==> config.mk <==
export PLATFORM = sky130hd
export DESIGN_NAME = neighbor_normal_unevenness_top
export DESIGN_NICKNAME = d
export VERILOG_FILES = /design/src/rtl/nnu_pkg.sv /design/src/rtl/neighbor_normal_unevenness_top.sv /design/src/rtl/nnu_acc.sv /design/src/rtl/nnu_sqsum.sv /design/src/rtl/nnu_sqrt_div.sv
export VERILOG_INCLUDE_DIRS = /design/src /design/src/rtl
export SDC_FILE = /design/constraint.sdc
export NUM_CORES = 1
export LEC_CHECK = 0
export BUFFER_PORTS_ARGS = -buffer_cell sky130_fd_sc_hd__buf_2
export CORE_MARGIN = 3
export CORE_UTILIZATION = 62
export DETAILED_ROUTE_END_ITERATION = 16
export PLACE_DENSITY = 0.81
export SYNTH_ARGS = -nofsm -noshare
export SYNTH_HDL_FRONTEND = slang
export SYNTH_SLANG_ARGS = --single-unit
==> constraint.sdc <==
create_clock -name clk -period 6.7 [get_ports clk]
set_input_delay 1.005 -clock clk [delete_from_list [all_inputs] [get_ports clk]]
set_output_delay 1.005 -clock clk [all_outputs]
set_load 0.01 [all_outputs]
==> src/rtl/assert_macros.svh <==
// ----------------------------------------------------------------------------
// assert_macros
// Concurrent assertion helpers shared by the RTL files.
// ----------------------------------------------------------------------------
`ifndef ASSERT_MACROS_SVH
`define ASSERT_MACROS_SVH

// Same-cycle implication, disabled while reset is asserted.
`define ASSERT_IMPLY(label, clk, rst_n, ante, cons) \
  label: assert property (@(posedge clk) disable iff (!rst_n) (ante) |-> (cons)) \
    else $error("assertion failed: same-cycle implication");

// Next-cycle implication, disabled while reset is asserted.
`define ASSERT_NEXT(label, clk, rst_n, ante, cons) \
  label: assert property (@(posedge clk) disable iff (!rst_n) (ante) |=> (cons)) \
    else $error("assertion failed: next-cycle implication");

`endif

==> src/rtl/nnu_pkg.sv <==
// ----------------------------------------------------------------------------
// nnu_pkg
// Widths, constants, the control state type and the accumulator control
// group shared by the neighbor normal unevenness block.
// ----------------------------------------------------------------------------
`default_nettype none

package nnu_pkg;

  localparam int NORM_W     = 16;
  localparam int ACC_W      = 24;
  localparam int DIGIT_W    = 8;
  localparam int ACC_DIGITS = ACC_W / DIGIT_W;
  localparam int DIG_CNT_W  = 2;
  localparam int SQ_W       = 48;
  localparam int RAD_SHIFT  = 4;
  localparam int RAD_W      = SQ_W + RAD_SHIFT;
  localparam int ROOT_W     = RAD_W / 2;
  localparam int REM_W      = ROOT_W + 1;
  localparam int STEP_CNT_W = 5;
  localparam int FLAT_SHIFT = 29;
  localparam int UNEV_W     = 17;

  localparam logic [UNEV_W-1:0] UNEV_MAX    = 17'h10000;
  localparam logic [ACC_W-1:0]  ACC_POS_MAX = 24'h7FFFFF;
  localparam logic [ACC_W-1:0]  ACC_NEG_MIN = 24'h800000;

  typedef enum logic [2:0] {
    ST_IDLE,
    ST_ADD,
    ST_SQ_GO,
    ST_SQ,
    ST_ROOT,
    ST_DONE
  } state_t;

  typedef struct packed {
    logic clear;
    logic load;
    logic step;
    logic final_digit;
  } acc_ctl_t;

endpackage

`default_nettype wire

==> src/rtl/neighbor_normal_unevenness_top.sv <==
// ----------------------------------------------------------------------------
// neighbor_normal_unevenness_top
// Sums the neighbor normals of one point and reports the vector sum together
// with its length over the neighbor count as an unevenness value.
//
// The input channel carries one neighbor normal per request (signed Q1.14)
// with a last flag and an empty-neighborhood flag. Each neighbor is taken
// in an accept cycle, after which the digit-serial accumulators add one
// byte of each 24-bit running sum at a time; no new neighbor is taken until
// the top byte is in. A request that ends the point starts the finishing
// pass: a setup state, the bit-serial squares of the three sums, then the
// root and the divide by the count. A flat neighborhood skips the root and
// the divide. An empty-neighborhood request produces an all-zero result.
// The result channel has its own output register, so the next point's
// neighbors are taken while a result still waits; a finished result that
// finds the register full holds the block until the receiver takes it.
// Reset is synchronous, clears the sums, the count and any pending result.
// ----------------------------------------------------------------------------
`default_nettype none
`include "assert_macros.svh"

module neighbor_normal_unevenness_top #(
  parameter int MAX_NEIGHBORS = 256
) (
  input  wire logic                              clk,
  input  wire logic                              rst_n,
  input  wire logic                              in_valid,
  output logic                                   in_ready,
  input  wire logic signed [nnu_pkg::NORM_W-1:0] in_normal_x,
  input  wire logic signed [nnu_pkg::NORM_W-1:0] in_normal_y,
  input  wire logic signed [nnu_pkg::NORM_W-1:0] in_normal_z,
  input  wire logic                              in_last_neighbor,
  input  wire logic                              in_empty_set,
  output logic                                   out_valid,
  input  wire logic                              out_ready,
  output logic signed [nnu_pkg::ACC_W-1:0]       out_sum_x,
  output logic signed [nnu_pkg::ACC_W-1:0]       out_sum_y,
  output logic signed [nnu_pkg::ACC_W-1:0]       out_sum_z,
  output logic [nnu_pkg::UNEV_W-1:0]             out_unevenness
);

  // The count must hold MAX_NEIGHBORS itself.
  localparam int CNT_W    = $clog2(MAX_NEIGHBORS + 1);
  localparam int HALF_W   = (CNT_W > 1) ? (CNT_W - 1) : 1;
  localparam int BND_W    = 2 * HALF_W;
  localparam int SQ_HI_W  = nnu_pkg::SQ_W - nnu_pkg::FLAT_SHIFT;
  localparam int CMP_W    = (BND_W > SQ_HI_W) ? BND_W : SQ_HI_W;

  nnu_pkg::state_t                    state_r, state_nxt;
  logic [CNT_W-1:0]                   count_r, count_nxt;
  logic [nnu_pkg::DIG_CNT_W-1:0]      digit_r, digit_nxt;
  logic                               last_r, last_nxt;
  logic [BND_W-1:0]                   bound_r, bound_nxt;
  logic [nnu_pkg::UNEV_W-1:0]         uneven_r, uneven_nxt;
  logic                               out_valid_r, out_valid_nxt;
  logic [nnu_pkg::ACC_W-1:0]          out_sum_x_r, out_sum_x_nxt;
  logic [nnu_pkg::ACC_W-1:0]          out_sum_y_r, out_sum_y_nxt;
  logic [nnu_pkg::ACC_W-1:0]          out_sum_z_r, out_sum_z_nxt;
  logic [nnu_pkg::UNEV_W-1:0]         out_unev_r, out_unev_nxt;

  nnu_pkg::acc_ctl_t                  acc_ctl;
  logic signed [nnu_pkg::ACC_W-1:0]   acc_x, acc_y, acc_z;
  logic                               sq_start, sq_done;
  logic [nnu_pkg::SQ_W-1:0]           sq_sum;
  logic                               sd_start, sd_done;
  logic [nnu_pkg::UNEV_W-1:0]         sd_quot;
  logic                               in_accept;
  logic                               cnt_full;
  logic                               final_digit;
  logic                               flat;
  logic                               out_free;
  logic                               out_load;
  logic [HALF_W-1:0]                  half_cnt;

  assign in_ready    = (state_r == nnu_pkg::ST_IDLE);
  assign in_accept   = in_valid && in_ready;
  assign cnt_full    = (count_r >= CNT_W'(MAX_NEIGHBORS));
  assign final_digit = (digit_r == nnu_pkg::DIG_CNT_W'(nnu_pkg::ACC_DIGITS - 1));
  assign out_free    = !out_valid_r || out_ready;
  assign half_cnt    = HALF_W'(count_r >> 1);

  // The length falls below floor(n/2)*sqrt(2) exactly when the squared raw
  // length, with its low 29 bits dropped, is below floor(n/2) squared.
  assign flat = (CMP_W'(sq_sum[nnu_pkg::SQ_W-1:nnu_pkg::FLAT_SHIFT]) < CMP_W'(bound_r));

  // Per-component digit-serial accumulators.
  nnu_acc u_acc_x (
    .clk    (clk),
    .rst_n  (rst_n),
    .ctl    (acc_ctl),
    .addend (in_normal_x),
    .acc    (acc_x)
  );

  nnu_acc u_acc_y (
    .clk    (clk),
    .rst_n  (rst_n),
    .ctl    (acc_ctl),
    .addend (in_normal_y),
    .acc    (acc_y)
  );

  nnu_acc u_acc_z (
    .clk    (clk),
    .rst_n  (rst_n),
    .ctl    (acc_ctl),
    .addend (in_normal_z),
    .acc    (acc_z)
  );

  nnu_sqsum u_sqsum (
    .clk    (clk),
    .rst_n  (rst_n),
    .start  (sq_start),
    .val_x  (acc_x),
    .val_y  (acc_y),
    .val_z  (acc_z),
    .sq_sum (sq_sum),
    .done   (sq_done)
  );

  nnu_sqrt_div #(
    .DIV_W (CNT_W)
  ) u_sqrt_div (
    .clk     (clk),
    .rst_n   (rst_n),
    .start   (sd_start),
    .sq_sum  (sq_sum),
    .divisor (count_r),
    .quot    (sd_quot),
    .done    (sd_done)
  );

  // Next state.
  always_comb begin
    state_nxt = state_r;
    case (state_r)
      nnu_pkg::ST_IDLE: begin
        if (in_accept) begin
          if (in_empty_set) begin
            state_nxt = nnu_pkg::ST_DONE;
          end else if (!cnt_full) begin
            state_nxt = nnu_pkg::ST_ADD;
          end else if (in_last_neighbor) begin
            // Count is saturated: the normal is dropped but the point ends.
            state_nxt = nnu_pkg::ST_SQ_GO;
          end
        end
      end
      nnu_pkg::ST_ADD: begin
        if (final_digit) begin
          state_nxt = last_r ? nnu_pkg::ST_SQ_GO : nnu_pkg::ST_IDLE;
        end
      end
      nnu_pkg::ST_SQ_GO: begin
        state_nxt = nnu_pkg::ST_SQ;
      end
      nnu_pkg::ST_SQ: begin
        if (sq_done) begin
          state_nxt = flat ? nnu_pkg::ST_DONE : nnu_pkg::ST_ROOT;
        end
      end
      nnu_pkg::ST_ROOT: begin
        if (sd_done) begin
          state_nxt = nnu_pkg::ST_DONE;
        end
      end
      nnu_pkg::ST_DONE: begin
        if (out_free) begin
          state_nxt = nnu_pkg::ST_IDLE;
        end
      end
      default: begin
        state_nxt = nnu_pkg::ST_IDLE;
      end
    endcase
  end

  // Control outputs of the sequencer.
  always_comb begin
    acc_ctl  = '0;
    sq_start = 1'b0;
    sd_start = 1'b0;
    out_load = 1'b0;
    case (state_r)
      nnu_pkg::ST_IDLE: begin
        acc_ctl.clear = in_accept && in_empty_set;
        acc_ctl.load  = in_accept && !in_empty_set && !cnt_full;
      end
      nnu_pkg::ST_ADD: begin
        acc_ctl.step        = 1'b1;
        acc_ctl.final_digit = final_digit;
      end
      nnu_pkg::ST_SQ_GO: begin
        sq_start = 1'b1;
      end
      nnu_pkg::ST_SQ: begin
        sd_start = sq_done && !flat;
      end
      nnu_pkg::ST_ROOT: begin
        sd_start = 1'b0;
      end
      nnu_pkg::ST_DONE: begin
        out_load      = out_free;
        acc_ctl.clear = out_free;
      end
      default: begin
        acc_ctl = '0;
      end
    endcase
  end

  // Datapath registers around the sequencer.
  always_comb begin
    count_nxt  = count_r;
    digit_nxt  = digit_r;
    last_nxt   = last_r;
    bound_nxt  = bound_r;
    uneven_nxt = uneven_r;

    if (in_accept) begin
      last_nxt  = in_last_neighbor;
      digit_nxt = '0;
      if (in_empty_set) begin
        count_nxt  = '0;
        uneven_nxt = '0;
      end else if (!cnt_full) begin
        count_nxt = count_r + 1'b1;
      end
    end

    if (state_r == nnu_pkg::ST_ADD) begin
      digit_nxt = digit_r + 1'b1;
    end

    if (state_r == nnu_pkg::ST_SQ_GO) begin
      bound_nxt = {{HALF_W{1'b0}}, half_cnt} * {{HALF_W{1'b0}}, half_cnt};
    end

    if ((state_r == nnu_pkg::ST_SQ) && sq_done && flat) begin
      uneven_nxt = '0;
    end

    if ((state_r == nnu_pkg::ST_ROOT) && sd_done) begin
      uneven_nxt = sd_quot;
    end

    if (out_load) begin
      count_nxt = '0;
    end
  end

  // Output register: loaded from the sums and the unevenness, held on stall.
  always_comb begin
    out_valid_nxt = out_valid_r;
    out_sum_x_nxt = out_sum_x_r;
    out_sum_y_nxt = out_sum_y_r;
    out_sum_z_nxt = out_sum_z_r;
    out_unev_nxt  = out_unev_r;
    if (out_load) begin
      out_valid_nxt = 1'b1;
      out_sum_x_nxt = acc_x;
      out_sum_y_nxt = acc_y;
      out_sum_z_nxt = acc_z;
      out_unev_nxt  = uneven_r;
    end else if (out_ready) begin
      out_valid_nxt = 1'b0;
    end
  end

  always_ff @(posedge clk) begin
    if (!rst_n) begin
      state_r     <= nnu_pkg::ST_IDLE;
      count_r     <= '0;
      digit_r     <= '0;
      last_r      <= 1'b0;
      out_valid_r <= 1'b0;
    end else begin
      state_r     <= state_nxt;
      count_r     <= count_nxt;
      digit_r     <= digit_nxt;
      last_r      <= last_nxt;
      out_valid_r <= out_valid_nxt;
    end
  end

  always_ff @(posedge clk) begin
    bound_r     <= bound_nxt;
    uneven_r    <= uneven_nxt;
    out_sum_x_r <= out_sum_x_nxt;
    out_sum_y_r <= out_sum_y_nxt;
    out_sum_z_r <= out_sum_z_nxt;
    out_unev_r  <= out_unev_nxt;
  end

  assign out_valid      = out_valid_r;
  assign out_sum_x      = $signed(out_sum_x_r);
  assign out_sum_y      = $signed(out_sum_y_r);
  assign out_sum_z      = $signed(out_sum_z_r);
  assign out_unevenness = out_unev_r;

  // An empty-neighborhood request goes straight to the result stage.
  `ASSERT_NEXT(a_empty_to_done, clk, rst_n, in_accept && in_empty_set, state_r == nnu_pkg::ST_DONE)
  // The squaring unit finishes only while the sequencer waits for it.
  `ASSERT_IMPLY(a_sq_done_in_sq, clk, rst_n, sq_done, state_r == nnu_pkg::ST_SQ)
  // Handing a result over raises out_valid and restarts the count.
  `ASSERT_NEXT(a_done_hands_over, clk, rst_n, (state_r == nnu_pkg::ST_DONE) && out_free, out_valid_r && (count_r == '0))
  // The unevenness never exceeds one.
  `ASSERT_IMPLY(a_unev_bound, clk, rst_n, out_valid, out_unevenness <= nnu_pkg::UNEV_MAX)

endmodule

`default_nettype wire

==> src/rtl/nnu_acc.sv <==
// ----------------------------------------------------------------------------
// nnu_acc
// Digit-serial saturating accumulator for one normal component: one byte of
// the 24-bit sum per cycle, saturation applied on the top byte.
// ----------------------------------------------------------------------------
`default_nettype none

module nnu_acc (
  input  wire logic                              clk,
  input  wire logic                              rst_n,
  input  wire nnu_pkg::acc_ctl_t                 ctl,
  input  wire logic signed [nnu_pkg::NORM_W-1:0] addend,
  output logic signed [nnu_pkg::ACC_W-1:0]       acc
);

  logic [nnu_pkg::ACC_W-1:0]   acc_r, acc_nxt;
  logic [nnu_pkg::ACC_W-1:0]   add_r, add_nxt;
  logic                        carry_r, carry_nxt;
  logic                        acc_sign_r, acc_sign_nxt;
  logic                        add_sign_r, add_sign_nxt;
  logic [nnu_pkg::DIGIT_W:0]   digit_sum;
  logic                        ovf;

  always_comb begin
    digit_sum = {1'b0, acc_r[nnu_pkg::DIGIT_W-1:0]} + {1'b0, add_r[nnu_pkg::DIGIT_W-1:0]}
              + {{nnu_pkg::DIGIT_W{1'b0}}, carry_r};
    // Overflow only when both operands agree in sign and the result does not.
    ovf = ctl.final_digit && (acc_sign_r == add_sign_r)
          && (digit_sum[nnu_pkg::DIGIT_W-1] != acc_sign_r);
    acc_nxt      = acc_r;
    add_nxt      = add_r;
    carry_nxt    = carry_r;
    acc_sign_nxt = acc_sign_r;
    add_sign_nxt = add_sign_r;
    if (ctl.clear) begin
      acc_nxt = '0;
    end else if (ctl.load) begin
      add_nxt      = {{(nnu_pkg::ACC_W-nnu_pkg::NORM_W){addend[nnu_pkg::NORM_W-1]}}, addend};
      carry_nxt    = 1'b0;
      acc_sign_nxt = acc_r[nnu_pkg::ACC_W-1];
      add_sign_nxt = addend[nnu_pkg::NORM_W-1];
    end else if (ctl.step) begin
      acc_nxt   = {digit_sum[nnu_pkg::DIGIT_W-1:0], acc_r[nnu_pkg::ACC_W-1:nnu_pkg::DIGIT_W]};
      add_nxt   = add_r >> nnu_pkg::DIGIT_W;
      carry_nxt = digit_sum[nnu_pkg::DIGIT_W];
      if (ovf) begin
        acc_nxt = acc_sign_r ? nnu_pkg::ACC_NEG_MIN : nnu_pkg::ACC_POS_MAX;
      end
    end
  end

  always_ff @(posedge clk) begin
    if (!rst_n) begin
      acc_r   <= '0;
      carry_r <= 1'b0;
    end else begin
      acc_r   <= acc_nxt;
      carry_r <= carry_nxt;
    end
  end

  always_ff @(posedge clk) begin
    add_r      <= add_nxt;
    acc_sign_r <= acc_sign_nxt;
    add_sign_r <= add_sign_nxt;
  end

  assign acc = $signed(acc_r);

endmodule

`default_nettype wire

==> src/rtl/nnu_sqsum.sv <==
// ----------------------------------------------------------------------------
// nnu_sqsum
// Bit-serial squared length: each component magnitude is squared by
// shift-and-add, one multiplier bit per cycle, into one running sum.
// ----------------------------------------------------------------------------
`default_nettype none

module nnu_sqsum (
  input  wire logic                             clk,
  input  wire logic                             rst_n,
  input  wire logic                             start,
  input  wire logic signed [nnu_pkg::ACC_W-1:0] val_x,
  input  wire logic signed [nnu_pkg::ACC_W-1:0] val_y,
  input  wire logic signed [nnu_pkg::ACC_W-1:0] val_z,
  output logic [nnu_pkg::SQ_W-1:0]              sq_sum,
  output logic                                  done
);

  localparam logic [1:0] LAST_COMP = 2'd2;

  logic                            busy_r, busy_nxt;
  logic                            done_r, done_nxt;
  logic [1:0]                      comp_r, comp_nxt;
  logic [nnu_pkg::STEP_CNT_W-1:0]  bit_r, bit_nxt;
  logic [nnu_pkg::SQ_W-1:0]        mcand_r, mcand_nxt;
  logic [nnu_pkg::ACC_W-1:0]       mplier_r, mplier_nxt;
  logic [nnu_pkg::SQ_W-1:0]        sum_r, sum_nxt;
  logic [1:0]                      comp_sel;
  logic [nnu_pkg::ACC_W-1:0]       mag;
  logic                            last_bit;

  function automatic logic [nnu_pkg::ACC_W-1:0] abs_val(input logic [nnu_pkg::ACC_W-1:0] v);
    return v[nnu_pkg::ACC_W-1] ? (~v + 1'b1) : v;
  endfunction

  always_comb begin
    comp_sel = start ? 2'd0 : (comp_r + 2'd1);
    case (comp_sel)
      2'd0:    mag = abs_val(val_x);
      2'd1:    mag = abs_val(val_y);
      default: mag = abs_val(val_z);
    endcase
    last_bit = (bit_r == nnu_pkg::STEP_CNT_W'(nnu_pkg::ACC_W - 1));

    busy_nxt   = busy_r;
    done_nxt   = 1'b0;
    comp_nxt   = comp_r;
    bit_nxt    = bit_r;
    mcand_nxt  = mcand_r;
    mplier_nxt = mplier_r;
    sum_nxt    = sum_r;
    if (start) begin
      busy_nxt   = 1'b1;
      comp_nxt   = 2'd0;
      bit_nxt    = '0;
      mcand_nxt  = {{(nnu_pkg::SQ_W-nnu_pkg::ACC_W){1'b0}}, mag};
      mplier_nxt = mag;
      sum_nxt    = '0;
    end else if (busy_r) begin
      if (mplier_r[0]) begin
        sum_nxt = sum_r + mcand_r;
      end
      mcand_nxt  = mcand_r << 1;
      mplier_nxt = mplier_r >> 1;
      bit_nxt    = bit_r + 1'b1;
      if (last_bit) begin
        if (comp_r == LAST_COMP) begin
          busy_nxt = 1'b0;
          done_nxt = 1'b1;
        end else begin
          comp_nxt   = comp_r + 2'd1;
          bit_nxt    = '0;
          mcand_nxt  = {{(nnu_pkg::SQ_W-nnu_pkg::ACC_W){1'b0}}, mag};
          mplier_nxt = mag;
        end
      end
    end
  end

  always_ff @(posedge clk) begin
    if (!rst_n) begin
      busy_r <= 1'b0;
      done_r <= 1'b0;
      comp_r <= '0;
      bit_r  <= '0;
    end else begin
      busy_r <= busy_nxt;
      done_r <= done_nxt;
      comp_r <= comp_nxt;
      bit_r  <= bit_nxt;
    end
  end

  always_ff @(posedge clk) begin
    mcand_r  <= mcand_nxt;
    mplier_r <= mplier_nxt;
    sum_r    <= sum_nxt;
  end

  assign sq_sum = sum_r;
  assign done   = done_r;

endmodule

`default_nettype wire

==> src/rtl/nnu_sqrt_div.sv <==
// ----------------------------------------------------------------------------
// nnu_sqrt_div
// Digit-by-digit integer square root, two radicand bits per cycle, followed
// by a restoring divide, one quotient bit per cycle, in the same register.
// ----------------------------------------------------------------------------
`default_nettype none

module nnu_sqrt_div #(
  parameter int DIV_W = 9
) (
  input  wire logic                        clk,
  input  wire logic                        rst_n,
  input  wire logic                        start,
  input  wire logic [nnu_pkg::SQ_W-1:0]    sq_sum,
  input  wire logic [DIV_W-1:0]            divisor,
  output logic [nnu_pkg::UNEV_W-1:0]       quot,
  output logic                             done
);

  logic                            busy_r, busy_nxt;
  logic                            div_phase_r, div_phase_nxt;
  logic                            done_r, done_nxt;
  logic [nnu_pkg::STEP_CNT_W-1:0]  cnt_r, cnt_nxt;
  logic [nnu_pkg::RAD_W-1:0]       rad_r, rad_nxt;
  logic [nnu_pkg::REM_W-1:0]       rem_r, rem_nxt;
  logic [nnu_pkg::ROOT_W-1:0]      root_r, root_nxt;
  logic [DIV_W-1:0]                drem_r, drem_nxt;
  logic [nnu_pkg::REM_W+1:0]       rem_sh, trial, rem_diff;
  logic                            root_fit;
  logic [DIV_W:0]                  drem_sh, drem_diff;
  logic                            q_fit;
  logic                            last_step;
  logic                            sat;

  always_comb begin
    rem_sh    = {rem_r, rad_r[nnu_pkg::RAD_W-1 -: 2]};
    trial     = {1'b0, root_r, 2'b01};
    root_fit  = (rem_sh >= trial);
    rem_diff  = rem_sh - trial;
    drem_sh   = {drem_r, root_r[nnu_pkg::ROOT_W-1]};
    q_fit     = (drem_sh >= {1'b0, divisor});
    drem_diff = drem_sh - {1'b0, divisor};
    last_step = (cnt_r == nnu_pkg::STEP_CNT_W'(nnu_pkg::ROOT_W - 1));

    busy_nxt      = busy_r;
    div_phase_nxt = div_phase_r;
    done_nxt      = 1'b0;
    cnt_nxt       = cnt_r;
    rad_nxt       = rad_r;
    rem_nxt       = rem_r;
    root_nxt      = root_r;
    drem_nxt      = drem_r;
    if (start) begin
      busy_nxt      = 1'b1;
      div_phase_nxt = 1'b0;
      cnt_nxt       = '0;
      rad_nxt       = {sq_sum, {nnu_pkg::RAD_SHIFT{1'b0}}};
      rem_nxt       = '0;
      root_nxt      = '0;
    end else if (busy_r && !div_phase_r) begin
      rad_nxt  = rad_r << 2;
      rem_nxt  = root_fit ? rem_diff[nnu_pkg::REM_W-1:0] : rem_sh[nnu_pkg::REM_W-1:0];
      root_nxt = {root_r[nnu_pkg::ROOT_W-2:0], root_fit};
      cnt_nxt  = cnt_r + 1'b1;
      if (last_step) begin
        div_phase_nxt = 1'b1;
        cnt_nxt       = '0;
        drem_nxt      = '0;
      end
    end else if (busy_r) begin
      // The root shifts out from the top while quotient bits enter below.
      drem_nxt = q_fit ? drem_diff[DIV_W-1:0] : drem_sh[DIV_W-1:0];
      root_nxt = {root_r[nnu_pkg::ROOT_W-2:0], q_fit};
      cnt_nxt  = cnt_r + 1'b1;
      if (last_step) begin
        busy_nxt = 1'b0;
        done_nxt = 1'b1;
      end
    end
  end

  always_ff @(posedge clk) begin
    if (!rst_n) begin
      busy_r      <= 1'b0;
      div_phase_r <= 1'b0;
      done_r      <= 1'b0;
      cnt_r       <= '0;
    end else begin
      busy_r      <= busy_nxt;
      div_phase_r <= div_phase_nxt;
      done_r      <= done_nxt;
      cnt_r       <= cnt_nxt;
    end
  end

  always_ff @(posedge clk) begin
    rad_r  <= rad_nxt;
    rem_r  <= rem_nxt;
    root_r <= root_nxt;
    drem_r <= drem_nxt;
  end

  always_comb begin
    sat = (|root_r[nnu_pkg::ROOT_W-1:nnu_pkg::UNEV_W])
          || (root_r[nnu_pkg::UNEV_W-1] && (|root_r[nnu_pkg::UNEV_W-2:0]));
    quot = sat ? nnu_pkg::UNEV_MAX : root_r[nnu_pkg::UNEV_W-1:0];
  end

  assign done = done_r;

endmodule

`default_nettype wire

==> impl_metrics.tcl, run 1 <==
set metrics [dict create \
    outcome "finished clean" \
    finalNetCount 3167 \
    via_count 22300 \
    finalMaxSlewViolations 0 \
    die_width_um 219 \
    mostFrequentLayoutCell "edfxtp_1" \
    layout_common_cells "edfxtp_1, nand2_1, nor2_1" \
    synth_warnings 0 \
    die-area_um2 48000 \
    cts.repair.resized 0 \
    grt_usage_pct 28.8 \
    max_freq_mhz 210 \
    power_density_nw_per_um2 380 \
    path_clk_slew_ns 0.07 \
    yosysUniqueCellTypes 78 \
    crit_type "reg2reg" \
    grt_pass1_vias 21500 \
    viasPerCell 6.26 \
    clockRootBuffer "clkbuf_16" \
    hold_viol_final 0 \
    reg2reg_depth 17 \
    tightest_slew_ns 1.19 \
    synth_edf_count 283 \
    io_buffers 144 \
    min_path_cells 0 \
    drt-wirelength-per-cell_um 19.6 \
    area_growth_pct 10.6 \
    start_util_pct 63.3 \
    nFillCells 3314 \
    relSlewSlack_pct 20.9 \
    worstPathMaxFanout 10 \
    reg2reg_from "count_r[1]" \
    io_pins 145 \
    cts_buffers 52 \
    maxCapViolCount 0 \
    cts_tree "done" \
    hold_buffers 0 \
    grt_max_degree 70 \
    synthCells 2838 \
    htree_levels 2 \
    final_antenna_net_count 0 \
    leakage_nw 12.7 \
    worstSetupStartpointType "flop" \
    gp_congestion 0.926 \
    hold_path_end "out_unevenness[6]" \
    clock_latency_ns 0.61 \
    cts_setup_buffers 0 \
    drive_gt1_share_pct 12.4 \
    clockBufferDepth 3 \
    drc 0 \
    drtIter0Drc 2170 \
    synth-async-reset-ratio_pct 0 \
    first_pass_iters 7 \
    arrival_ns 5.12 \
    min_from "uneven_r[6]" \
    grt-ovfl-total 0 \
    synth_area_per_cell_um2 9.93 \
    hold_class "reg2reg" \
    grt_pass1_wl_mm 112 \
    crit_required_ns 7.05 \
    die_h_um 219 \
    fin_skew_ns 0.0167 \
    rsz0062_at_grt "false" \
    fin_crit_sh_pct 71.2 \
    power.total_mw 11.8 \
    setup_viol 0 \
    crit_path_end_kind "flop" \
    netlist_area_um2 28200 \
    synthesis.nets 3084 \
    ys_seq_elements 516 \
    hpwl_mm 49.0 \
    r2r_end "bound_r[13]" \
    period_needed_ns 4.77 \
    synth_ff_type "edfxtp_1" \
    seq_area_frac_synth_pct 46.7 \
    rows 77 \
    clock_sinks 516 \
    vdd_drop_max_mv 0.241 \
    core-area_um2 44500 \
    antenna_found_initial 3 \
    drt-total-wl_mm 69.7 \
    fin_tns_setup_ns 0 \
    ff2ff_setup_slack_ns 1.93 \
]
[metrics by stage]
step	util [%]	setup slack (ns)	area [um2]	hold slack, ns	cells
CTS	70.0	1.90	31200	0.421	3557
global placement	65.9	2.04	29400	0.405	3459
floorplan	-	1.37	28200	0.400	2838
global route	70.0	1.53	31200	0.423	3558
detailed placement	65.9	1.91	29400	0.406	3459
finish	70.0	1.93	31200	0.417	3558
[power by group]
group	internal (mW)	total [mW]	leakage, nW	switching, mW
logic	1.63	3.99	7.30	2.36
registers	4.07	4.78	4.52	0.713
clock network	1.80	3.07	0.880	1.27
total	7.50	11.8	12.7	4.34
[synthesized netlist by cell type (all sizes together), types with 17 or more instances]
library cell,n,area (um2)
edfxtp,283,8500
nand2,282,1060
nor2,266,998
dfxtp,233,4660
a21oi,198,995
ha,159,1990
o21ai,157,786
inv,147,552
clkbuf,127,478
xnor2,88,771
a21o,81,608
xor2,70,613
nand3,50,250
mux2,46,518
mux2i,46,460
nor3,39,195
o21a,35,263
fa,33,661
o221a,33,372
nor4,30,188
a211oi,28,215
nor2b,28,175
o31ai,26,195
a22o,24,210
nand4,23,144
nand2b,18,113
and2,17,106
[logic make-up (layout without fill, tap and decap cells)]
| group | count (synthesis) | in the layout | synth area share, % |
|---|---|---|---|
| and+or+nand+nor | 838 | 838 | 13.6 |
| AOI/OAI and AO/OA | 749 | 749 | 17.9 |
| xor gates and xnor gates | 158 | 158 | 4.91 |
| buffers and inverters | 293 | 420 | 3.93 |
| muxes | 92 | 92 | 3.47 |
| adders and majority gates | 192 | 192 | 9.41 |
| other | 0 | 1 | 0 |
| DFF | 516 | 516 | 46.7 |
[metal layers]
metal | wire, um | up-vias | global-route usage, %
met5 | 46 | - | 0
met1 | 30000 | 10700 | 39.9
met2 | 32400 | 927 | 47.0
met3 | 5430 | 130 | 4.82
li1 | - | 10500 | -
met4 | 1780 | 4 | 8.40
[layout make-up]
type	count	area (um2)	area share, %
antenna	1	2.50	0.00803
clock buffer	72	1450	4.65
clock inverter	26	354	1.14
inverter	153	574	1.84
multi-input combinational	2029	14000	44.8
sequential	516	13200	42.2
tap	592	741	2.38
timing repair buffer	169	908	2.92
[critical path, cell delays in order (launching register included)]
cell and delay [ns]:
dfxtp_1 0.47, clkinv_1 0.34, nor2_1 0.40, fa_1 0.47, xor2_1 0.18, xnor2_1 0.15, fa_1 0.54, inv_1 0.05
fa_1 0.52, inv_1 0.04, ha_1 0.32, inv_1 0.06, o21bai_1 0.07, a21oi_1 0.24, o21bai_1 0.12, a41oi_1 0.26
nor2b_1 0.20, xnor2_1 0.08
[sequential cells by signal, summed over array words and instances, names as in the netlist, 26 cells and up]
signal and cells:
u_sqrt_div.rad_r 48, u_sqsum.mcand_r 48, u_sqsum.sq_sum 48, u_sqrt_div.rem_r 27
u_sqrt_div.root_r 26
[worst max path at each step]
stage                           from            to  cells past startpoint
final                     count_r[1]   bound_r[13]                     17
after global routing      count_r[1]   bound_r[14]                     16
after CTS                 count_r[1]   bound_r[14]                     16
after detailed placement  count_r[1]   bound_r[14]                     16
after global placement    count_r[1]   bound_r[14]                     16
after floorplan            out_ready  out_sum_x[0]                      2
(Power assumes the default switching activity.)
==> inputs of run 2 (changes only) <==
clock period = 4.8 ns   (was 6.7 ns; I/O delays follow)
==> run 2 against run 1 <==
Net effect: non-clock buffer count grew 9; global-route usage grew 0.51 points; final area grew 0.49%; utilization grew 0.34 points; combinational power grew 40%; via count grew 0.18%; die area is the same; count of clock-buffer cells in the layout is the same; total power grew 40%; highest routed layer is now met4.
==> impl_metrics.tcl, run 2 (same netlist as run 1, synthesis figures left out) <==
set metrics [dict create \
    outcome "finished clean" \
    hpwl_mm 50.1 \
    hold_class "in2reg" \
    slowest_stage "fa_1" \
    period_needed_ns 4.57 \
    worstSetupStartpointType "flop" \
    clock_sinks 516 \
    layout_common_cells "edfxtp_1, nand2_1, nor2_1" \
    leakage_nw 12.8 \
    pwr-share-clk_pct 25.8 \
    worst_slack_ns 0.228 \
    antenna_found_initial 3 \
    vdd_drop_max_mv 0.319 \
    clockBufferDepth 3 \
    critPathTopFamily "adder cells" \
    finalNetCount 3178 \
    io_buffers 144 \
    clock_latency_ns 0.61 \
    via_count 22300 \
    start_util_pct 63.3 \
    final_util_pct 70.3 \
    path_clk_slew_ns 0.06 \
    power.total_mw 16.6 \
    fin_crit_sh_pct 95.3 \
    clockRootBuffer "clkbuf_16" \
    path_cells "clkinvlp_4, nor2_2, fa_1, fa_1, inv_1, fa_1, fa_1, inv_1, ha_1, nor2b_1, o2111ai_1, nand3_1, o211a_1, xor2_1" \
    viasPerCell 6.25 \
    area_growth_pct 11.1 \
    worstPathMaxFanout 8 \
    drc 0 \
    crit_required_ns 5.15 \
    setup_viol 0 \
    internal_power_mw 10.5 \
    p_switching_mw 6.09 \
    die-area_um2 48000 \
    pwr-share-seq_pct 40.4 \
    min_from "in_normal_y[15]" \
    relSlewSlack_pct 11.5 \
    final_cell_count_no_fill 3572 \
    drive_gt1_share_pct 13.4 \
    grt_pass1_wl_mm 114 \
    max_freq_mhz 219 \
    finalMaxSlewViolations 0 \
    tightest_slew_ns 1.31 \
    mostFrequentLayoutCell "edfxtp_1" \
    sw_frac_of_total_pct 36.7 \
    cp-startpoint "count_r[7]" \
    grt_max_degree 72 \
    reg2reg_from "count_r[7]" \
    cts_buffers 54 \
    cp_slowest_stage_delay_ns 0.55 \
    die_width_um 219 \
    core-area_um2 44500 \
    path_buf_inv 3 \
    rows 77 \
    fin_tns_setup_ns 0 \
    arrival_ns 4.92 \
    first_pass_iters 6 \
    drt-total-wl_mm 71.1 \
    rsz0062_at_grt "false" \
    dpl_worst_slack_ns 0.147 \
    io_pins 145 \
    drtIter0Drc 2201 \
    power_density_nw_per_um2 529 \
    gp_congestion 0.931 \
    final_antenna_net_count 0 \
    hold_viol_final 0 \
    dp.cells 3465 \
    grt_pass1_vias 21400 \
    maxCapViolCount 0 \
    drt-wirelength-per-cell_um 19.9 \
    grt_usage_pct 29.3 \
    cp_common_cell "fa_1" \
    crit_type "reg2reg" \
    htree_levels 2 \
    cts_tree "done" \
    crit_path_end_kind "flop" \
    die_h_um 219 \
    power.share.combinational_pct 33.8 \
    fin_skew_ns 0.0228 \
    grt-ovfl-total 0 \
]
## run 2: cell count changes in the layout (fill, tap and decap cells not counted), moves of 3 or more
cell,delta
nor2_2,+4
clkbuf_1,-6
inv_6,-3
clkinv_2,+4
clkinvlp_4,+6
clkbuf_8,+5
nor2_1,-5
buf_4,+8
## run 2: what timing repair did
item / CTS / global route
setup buffers: 0 / 3
endpoints found under the setup margin: 0 / 4
hold buffers: 0 / 0
gates resized for setup: 0 / 14
## run 2: power by group through the flow
| stage | Combinational, mW | Clock (mW) | Sequential, mW |
|---|---|---|---|
| finish | 5.60 | 4.27 | 6.68 |
| global route | 6.22 | 4.51 | 6.76 |
| CTS | 5.50 | 4.32 | 6.64 |
| detailed placement | 5.44 | 0 | 6.72 |
| global placement | 5.22 | 0 | 6.68 |
| floorplan | 4.29 | 0 | 6.31 |
## run 2: through the flow
step / hold slack (ns) / cell area, um2
2_1_floorplan: 0.400 / 28200
3_3_place_gp: 0.407 / 29400
3_5_place_dp: 0.408 / 29400
4_1_cts: 0.283 / 31200
5_1_grt: 0.299 / 31300
6_report: 0.312 / 31300
## run 2: metal layers
metal  vias up  GRT usage (%)  part of all wire, %
met1     10700           41.0                   43
li1      10500              -                    -
met2       935           47.4                   46
met5         -              0                    0
met3       146           5.22                  8.3
met4         0           8.10                  2.5
## run 2: final cells by class
type	count	area (um2)
tap	592	741
sequential	516	13200
clock inverter	30	315
fill	3307	13200
inverter	153	582
timing repair buffer	178	988
clock buffer	72	1520
antenna	2	5.00
multi-input combinational	2029	14000
## run 2: worst register-to-register path: cells and delay by family (launching register included)
family	cells	cell delay [ns]
adder cells (fa/ha/maj)	5	2.39
AND/OR/NAND/NOR	3	0.54
AO/OA/AOI/OAI	2	0.48
flip-flops	1	0.44
buffers and inverters	3	0.36
XOR/XNOR	1	0.14
## run 2: worst paths after layout
path / endpoint / slack (ns) / cells past startpoint
max: bound_r[14] / 0.23 / 14
min: u_acc_y.add_sign_r / 0.31 / 1
max reg2reg: bound_r[14] / 0.23 / 14
min reg2reg: out_unevenness[2] / 0.41 / 0
